[src/sv/nearest_probe_lookup_top_assert.svh]
// ----------------------------------------------------------------------------
// Nearest probe lookup assertion macros
// Shorthand for the concurrent checks at the end of the top level.
// ----------------------------------------------------------------------------
`ifndef NEAREST_PROBE_LOOKUP_TOP_ASSERT_SVH
`define NEAREST_PROBE_LOOKUP_TOP_ASSERT_SVH

// The condition must hold in the same cycle as the trigger.
`define NPL_ASSERT_IMPLY(label, pre, post) \
  label: assert property (@(posedge clk) disable iff (rst) (pre) |-> (post)) \
    else $error("nearest_probe_lookup: same-cycle check failed");

// The condition must hold in the cycle after the trigger.
`define NPL_ASSERT_NEXT(label, pre, post) \
  label: assert property (@(posedge clk) disable iff (rst) (pre) |=> (post)) \
    else $error("nearest_probe_lookup: next-cycle check failed");

`endif

[src/sv/npl_pkg.sv]
// ----------------------------------------------------------------------------
// Nearest probe lookup package
// Shared types, command codes and the distance helper.
// ----------------------------------------------------------------------------
package npl_pkg;

  localparam int PROBE_DEPTH_DEF = 1024;
  localparam int COORD_W = 24;
  localparam int ATTR_W = 16;
  localparam int DIFF_W = COORD_W + 1;
  localparam int SQ_W = 2 * DIFF_W;
  localparam int DIST_W = SQ_W;
  localparam int OUT_IDX_W = 10;

  localparam logic [1:0] CMD_CLEAR = 2'd0;
  localparam logic [1:0] CMD_LOAD = 2'd1;
  localparam logic [1:0] CMD_QUERY = 2'd2;

  typedef logic signed [COORD_W-1:0] coord_t;
  typedef logic [ATTR_W-1:0] attr_t;
  typedef logic [DIFF_W-1:0] diff_t;
  typedef logic [SQ_W-1:0] sq_t;
  typedef logic [DIST_W-1:0] dist_t;

  typedef struct packed {
    coord_t z;
    coord_t y;
    coord_t x;
  } probe_pos_t;

  typedef struct packed {
    attr_t sky;
    attr_t amb_b;
    attr_t amb_g;
    attr_t amb_r;
  } probe_attr_t;

  typedef struct packed {
    logic issue;
    logic first;
  } scan_ctl_t;

  function automatic diff_t abs_diff(input coord_t a, input coord_t b);
    logic signed [DIFF_W-1:0] d;
    d = $signed({a[COORD_W-1], a}) - $signed({b[COORD_W-1], b});
    return d[DIFF_W-1] ? diff_t'(-d) : diff_t'(d);
  endfunction

endpackage

[src/sv/npl_scan.sv]
// ----------------------------------------------------------------------------
// Nearest probe lookup distance pipeline
// Takes one stored position a cycle, forms the squared distance to the query
// point in three stages and keeps the closest index.
// ----------------------------------------------------------------------------
module npl_scan #(
  parameter int PROBE_DEPTH = npl_pkg::PROBE_DEPTH_DEF,
  localparam int IDX_W = (PROBE_DEPTH > 1) ? $clog2(PROBE_DEPTH) : 1
) (
  input  logic                  clk,
  input  logic                  rst,
  input  npl_pkg::scan_ctl_t    ctl,
  input  logic [IDX_W-1:0]      issue_idx,
  input  npl_pkg::probe_pos_t   query,
  input  npl_pkg::probe_pos_t   pos_q,
  output logic                  busy,
  output logic [IDX_W-1:0]      best_idx
);

  logic [3:0] valid;
  logic [3:0] first;
  logic [IDX_W-1:0] idx [4];

  npl_pkg::diff_t dx, dy, dz;
  npl_pkg::sq_t sx, sy, sz;
  npl_pkg::dist_t dsum;
  npl_pkg::dist_t best_d;

  always_ff @(posedge clk) begin
    if (rst) begin
      valid <= '0;
    end else begin
      valid <= {valid[2:0], ctl.issue};
    end
  end

  always_ff @(posedge clk) begin
    first <= {first[2:0], ctl.first};
    idx[0] <= issue_idx;
    idx[1] <= idx[0];
    idx[2] <= idx[1];
    idx[3] <= idx[2];
    dx <= npl_pkg::abs_diff(query.x, pos_q.x);
    dy <= npl_pkg::abs_diff(query.y, pos_q.y);
    dz <= npl_pkg::abs_diff(query.z, pos_q.z);
    sx <= dx * dx;
    sy <= dy * dy;
    sz <= dz * dz;
    dsum <= sx + sy + sz;
    if (valid[3] && (first[3] || (dsum < best_d))) begin
      best_d <= dsum;
      best_idx <= idx[3];
    end
  end

  assign busy = |valid;

endmodule

[config.mk]
export PLATFORM = sky130hd
export DESIGN_NAME = npl_scan
export DESIGN_NICKNAME = d
export VERILOG_FILES = /design/src/sv/nearest_probe_lookup_top_assert.svh /design/src/sv/npl_pkg.sv /design/src/sv/npl_scan.sv
export SDC_FILE = /design/constraint.sdc
export NUM_CORES = 2
export LEC_CHECK = 0
export BUFFER_PORTS_ARGS = -buffer_cell sky130_fd_sc_hd__buf_2
export CAP_MARGIN = 20
export CORE_MARGIN = 5
export CORE_UTILIZATION = 50
export DETAILED_ROUTE_END_ITERATION = 12
export PLACE_DENSITY = 0.66
export SYNTH_ARGS = -nofsm -noshare
export SYNTH_HDL_FRONTEND = slang
export SYNTH_SLANG_ARGS = --single-unit
[constraint.sdc]
create_clock -name clk -period 10.2 [get_ports clk]
set_input_delay 2.04 -clock clk [delete_from_list [all_inputs] [get_ports clk]]
set_output_delay 2.04 -clock clk [all_outputs]
set_load 0.01 [all_outputs]
* Yosys cells after proc, flatten, opt, wreduce, memory -nomap -nowiden
Memory sizes are Yosys's and may differ from the RTL's. A register that Yosys moved wholly into a read port is not among the register bits.
Cells that the tools add are included.
** Storage, ports and cells
- Bits in registers :: 333
- RAM bits :: 40
- Input port bits :: 158
- Output and inout port bits :: 11
- Word-level logic and storage cells :: 32
- Memories kept :: 1
** Memories
- idx :: depth 4, width 10, rd ports 4, clocked after Yosys merged registers in 1, wr ports 4, line npl_scan.sv:22 : logic [IDX_W-1:0] idx [4];
** Cells by class
- Add/sub/neg operators :: 8
- $mul :: 3
- $lt $le $gt $ge :: 1
- Multiplexer cells :: 3
- Reduce and logical (&&, ||, !) cells :: 3
** Operators with widths (number)
- $mul 25x25->50 :: 3
- $add 50x50->50 :: 2
- $neg 25->25 :: 3
- $sub 24x24->25 :: 3
- $mux 24 :: 3
- $lt 50x50->1 :: 1
- $reduce_or 4->1 :: 1
- $logic_and 1x1->1 :: 1
- $logic_or 1x1->1 :: 1

* Depth between registers and ports, before layout
- Depth after elaboration :: 3
- Gate-level depth with buffers :: 30
- Gate-level depth less buffers :: 28

* Worst setup path before layout
OpenSTA, ideal clock, no wires.
- Kind :: register -> register
- Start :: register dz[3]
- End :: register sz[48]
- Library setup time :: 0.127 ns
- Arrival :: 7.210 ns
- Required time :: 10.073 ns
- Path slack :: 2.864 ns
- Cell stages (with the launch flop) :: 29
- Path buffers :: 3
- Period minus slack after synthesis :: 7.336 ns
- Cell sequence :: dfxtp_1 > clkbuf_1 > clkbuf_1 > nand2_1 > fa_1 > inv_1 > fa_1 > inv_1 > fa_1 > fa_1 > inv_1 > fa_1 > fa_1 > inv_1 > fa_1 > inv_1 > ha_1 > clkbuf_1 > a21oi_1 > nor2_1 > a211o_1 > a221o_1 > a221oi_1 > o22ai_1 > a211oi_1 > o21ai_0 > a31oi_1 > o21ai_0 > xor2_1
** On the way
- Cells in the longest elaborated chain, start to end :: 1
** RTL lines
- from (decl) :: line npl_scan.sv:24 : npl_pkg::diff_t dx, dy, dz;
- from (signal assigned) :: line npl_scan.sv:45 : dz <= npl_pkg::abs_diff(query.z, pos_q.z);
- $mul 25x25->50 :: line npl_scan.sv:48 : sz <= dz * dz;
- to (signal assigned) :: line npl_scan.sv:48
- to (decl) :: line npl_scan.sv:25 : npl_pkg::sq_t sx, sy, sz;
Every way passes these cells.
A chain may end at the register's enable or synchronous reset.

* Final worst setup path
- Start :: register dz[3]
- End :: register sz[47]
The elaborated chain is that of the path after synthesis.

==> results.py <==
metrics = {
    "critical_path": {
        "cpMostUsedCell": "fa_1",
        "crit_end": "sz[47]",
        "worst-setup-path-type": "register to register",
        "cp.arrival_ns": 8.99,
        "cp-start-kind": "register",
        "path_depth": 23,
        "crit_buf_inv": 5,
        "reg2regPathDepth": 23,
        "crit_required_ns": 10.71,
        "crit_start": "dz[3]",
        "path_cells": "inv_1, nor2_1, fa_1, fa_1, inv_1, fa_1, fa_1, inv_1, ha_1, fa_1, inv_1, fa_1, inv_1, ha_1, a21o_1, a21oi_1, o21ai_0, a311oi_1, o21ai_0, a211o_1, a311oi_1, o21ai_0, xor2_1",
        "critPathTopFamily": "adder cells",
        "end_kind": "register",
        "worst_r2r_endpoint": "sz[47]",
        "crit_fanout": 20,
        "max_stage_delay_ns": 0.97,
        "r2r_slack_ns": 1.72,
        "crit_slowest_cell": "dfxtp_1",
        "timing.rr.start": "dz[3]",
    },
    "cts": {
        "root_buffer": "clkbuf_16",
        "clk_latency_ns": 0.65,
        "cts.sinks": 380,
        "cts.path.max_buffers": 3,
        "post_cts_buffers": 0,
        "numCtsBuffers": 44,
        "cts_tree": "yes",
        "cts_resized": 0,
        "htree_levels": 2,
        "clk_pin_slew_worst_paths_ns": 0.06,
        "hold_buffers": 0,
    },
    "synthesis": {
        "synth-edff-count": 60,
        "synth.largest_area_cell": "fa_1",
        "synth_seq_cells": 380,
        "ys.flop_type": "dfxtp_1",
        "avgSynthCellArea_sq_um": 9.26,
        "synth_most_common_cell": "inv_1",
        "synthArstFlopShare": 0,
        "synthCells": 7798,
        "syn_area_sq_mm": 0.0722,
        "synth_warnings": 0,
        "synth_cell_types": 84,
        "ys_top_cells_by_count": "inv_1, fa_1, ha_1",
        "synth.top_cell.area_share": 0.402,
        "synth.area.top_cells": "fa_1, ha_1, inv_1",
        "synth_seq_area_share": 0.114,
    },
    "place": {
        "dp_slack_ns": 1.74,
        "io_buffers": 168,
        "place.gp.congestion": 0.911,
        "dp_hpwl_um": 143000,
    },
    "sta": {
        "timing.final.crit_share": 0.831,
        "tightest_slew_ns": 1.22,
        "fin_skew_ns": 0.0376,
        "finalSetupViolations": 0,
        "rsz0062_at_grt": "no",
        "slew_viol_final": 0,
        "setup_tns_ns": 0,
        "final.min_clock_period_ns": 8.48,
        "finalWorstSetupSlack_ns": 1.72,
        "slew_headroom": 0.188,
        "finalHoldViolations": 0,
        "timing.fmax_mhz": 118,
    },
    "finish": {
        "fin_nets": 10200,
        "drive_gt1_frac": 0.0453,
        "post-route-util": 0.535,
        "areaGrowthSynthToFinish_pct": 6.38,
    },
    "hold_path": {
        "hp-class": "register to register",
    },
    "grt": {
        "grt_pass1_wl_um": 283000,
        "grt.overflow.total": 0,
        "grt_pass1_vias": 55200,
        "grt_max_degree": 53,
        "grt_usage": 0.230,
        "antenna_found_initial": 4,
    },
    "drt": {
        "dr.pass1.iters": 6,
        "drc": 0,
        "detail-route-antenna-nets": 0,
        "routed_wl_um": 168000,
        "route.met3.wl_um": 8340,
        "wl_met2_um": 83800,
        "drt-met1-wl_um": 72300,
        "vias": 50500,
        "drt-initial-drc-count": 2948,
        "top_layer_used": "met5",
        "vias_per_cell": 5.15,
        "routedWlPerCell_um": 17.2,
    },
    "floorplanning": {
        "rows": 139,
        "die_w_um": 390,
        "die_y_um": 390,
        "die_area_sq_mm": 0.152,
        "fp.coreArea_sq_mm": 0.144,
        "pin_count": 169,
        "initial_core_util": 0.503,
    },
    "outcome": {
        "status": "complete, no violations",
    },
    "run": {
        "maxCapViolations": 0,
    },
}
==> flip-flops by register name, indices dropped and copies added (netlist names) <==
register	cells
best_d	50
best_idx	10
dsum	50
dx	25
dy	25
dz	25
first	4
idx	40
sx	49
sy	49
sz	49
valid	4
==> stage by stage <==
stage	area (sq um)	instances	hold slack [ns]
2_1_floorplan	72200	7800	0.310
4_1_cts	76700	9800	0.326
3_3_place_gp	75100	9717	0.311
5_1_grt	76800	9806	0.329
6_report	76800	9807	0.326
3_5_place_dp	75200	9718	0.312
==> layout by cell type (no fill, tap or decap), drive strengths merged, types with 7 or more instances in the layout <==
master | Yosys | routed
inv | 2175 | 2180
dfxtp | 320 | 320
clkinv | 0 | 14
nor2 | 223 | 223
or3 | 20 | 20
o31ai | 13 | 13
nand2 | 606 | 606
buf | 6 | 238
o31a | 7 | 7
xor2 | 124 | 124
o21ai | 158 | 158
nor3 | 32 | 32
a21o | 177 | 177
a211oi | 25 | 25
clkbuf | 211 | 59
nor4 | 22 | 22
a31oi | 36 | 36
a221oi | 14 | 14
ha | 736 | 736
or4 | 8 | 8
o211ai | 23 | 23
a41oi | 8 | 8
nor2b | 64 | 64
and2 | 379 | 379
a211o | 7 | 7
xnor2 | 217 | 217
a2111oi | 12 | 12
o41ai | 7 | 7
nand4 | 46 | 46
fa | 1450 | 1450
nand3 | 61 | 61
edfxtp | 60 | 60
and4 | 16 | 16
o21bai | 39 | 39
a21oi | 267 | 267
nand2b | 40 | 40
or2 | 13 | 13
o21a | 36 | 36
and3 | 33 | 33
a21boi | 14 | 14
==> worst reg2reg max path, delay by kind of cell (launching register included) <==
family | cells | cell delay [ns]
XOR/XNOR | 1 | 0.16
adder cells (fa/ha/maj) | 8 | 3.57
buffers and inverters | 5 | 0.63
AND/OR/NAND/NOR | 1 | 0.31
flip-flops | 1 | 0.97
AO/OA/AOI/OAI | 8 | 2.71
==> layer usage <==
metal | vias up | track usage
li1 | 23700 | -
met3 | 218 | 0.0277
met4 | 4 | 0.0497
met2 | 1139 | 0.405
met5 | - | 0
met1 | 25400 | 0.307
==> final cells by class <==
type                    instances  area (sq um)
clock inverters                23           317
diodes                          1          2.50
well taps                    1903          2380
multi-input cells            5028         55100
inverters                    2175          8160
repair buffers                238          1460
flip-flops and latches        380          8210
fillers                     13200         66800
clock buffers                  59          1240
==> kinds of logic after synthesis <==
family | share of synthesized area
AOI/OAI and AO/OA | 0.0807
muxes | 0.00161
adders and majority gates | 0.529
xor gates and xnor gates | 0.0413
buffers and inverters | 0.124
DFF | 0.114
and+or+nand+nor | 0.109
other | 0.0000519
==> how the worst min path moves through the flow <==
| stage | startpoint | end | slack, ns | cells after the start |
|---|---|---|---|---|
| after floorplan | first[0] | first[1] | 0.31 | 0 |
| after global placement | idx[1][6] | idx[2][6] | 0.31 | 0 |
| after detailed placement | first[2] | first[3] | 0.31 | 0 |
| after CTS | idx[2][0] | idx[3][0] | 0.33 | 0 |
| after global routing | idx[0][6] | idx[1][6] | 0.33 | 0 |
| final | idx[2][0] | idx[3][0] | 0.33 | 0 |
Power is left out: the tool's default activity adds up to more than one toggle a clock period on the data nets, which glitch-free logic cannot reach.
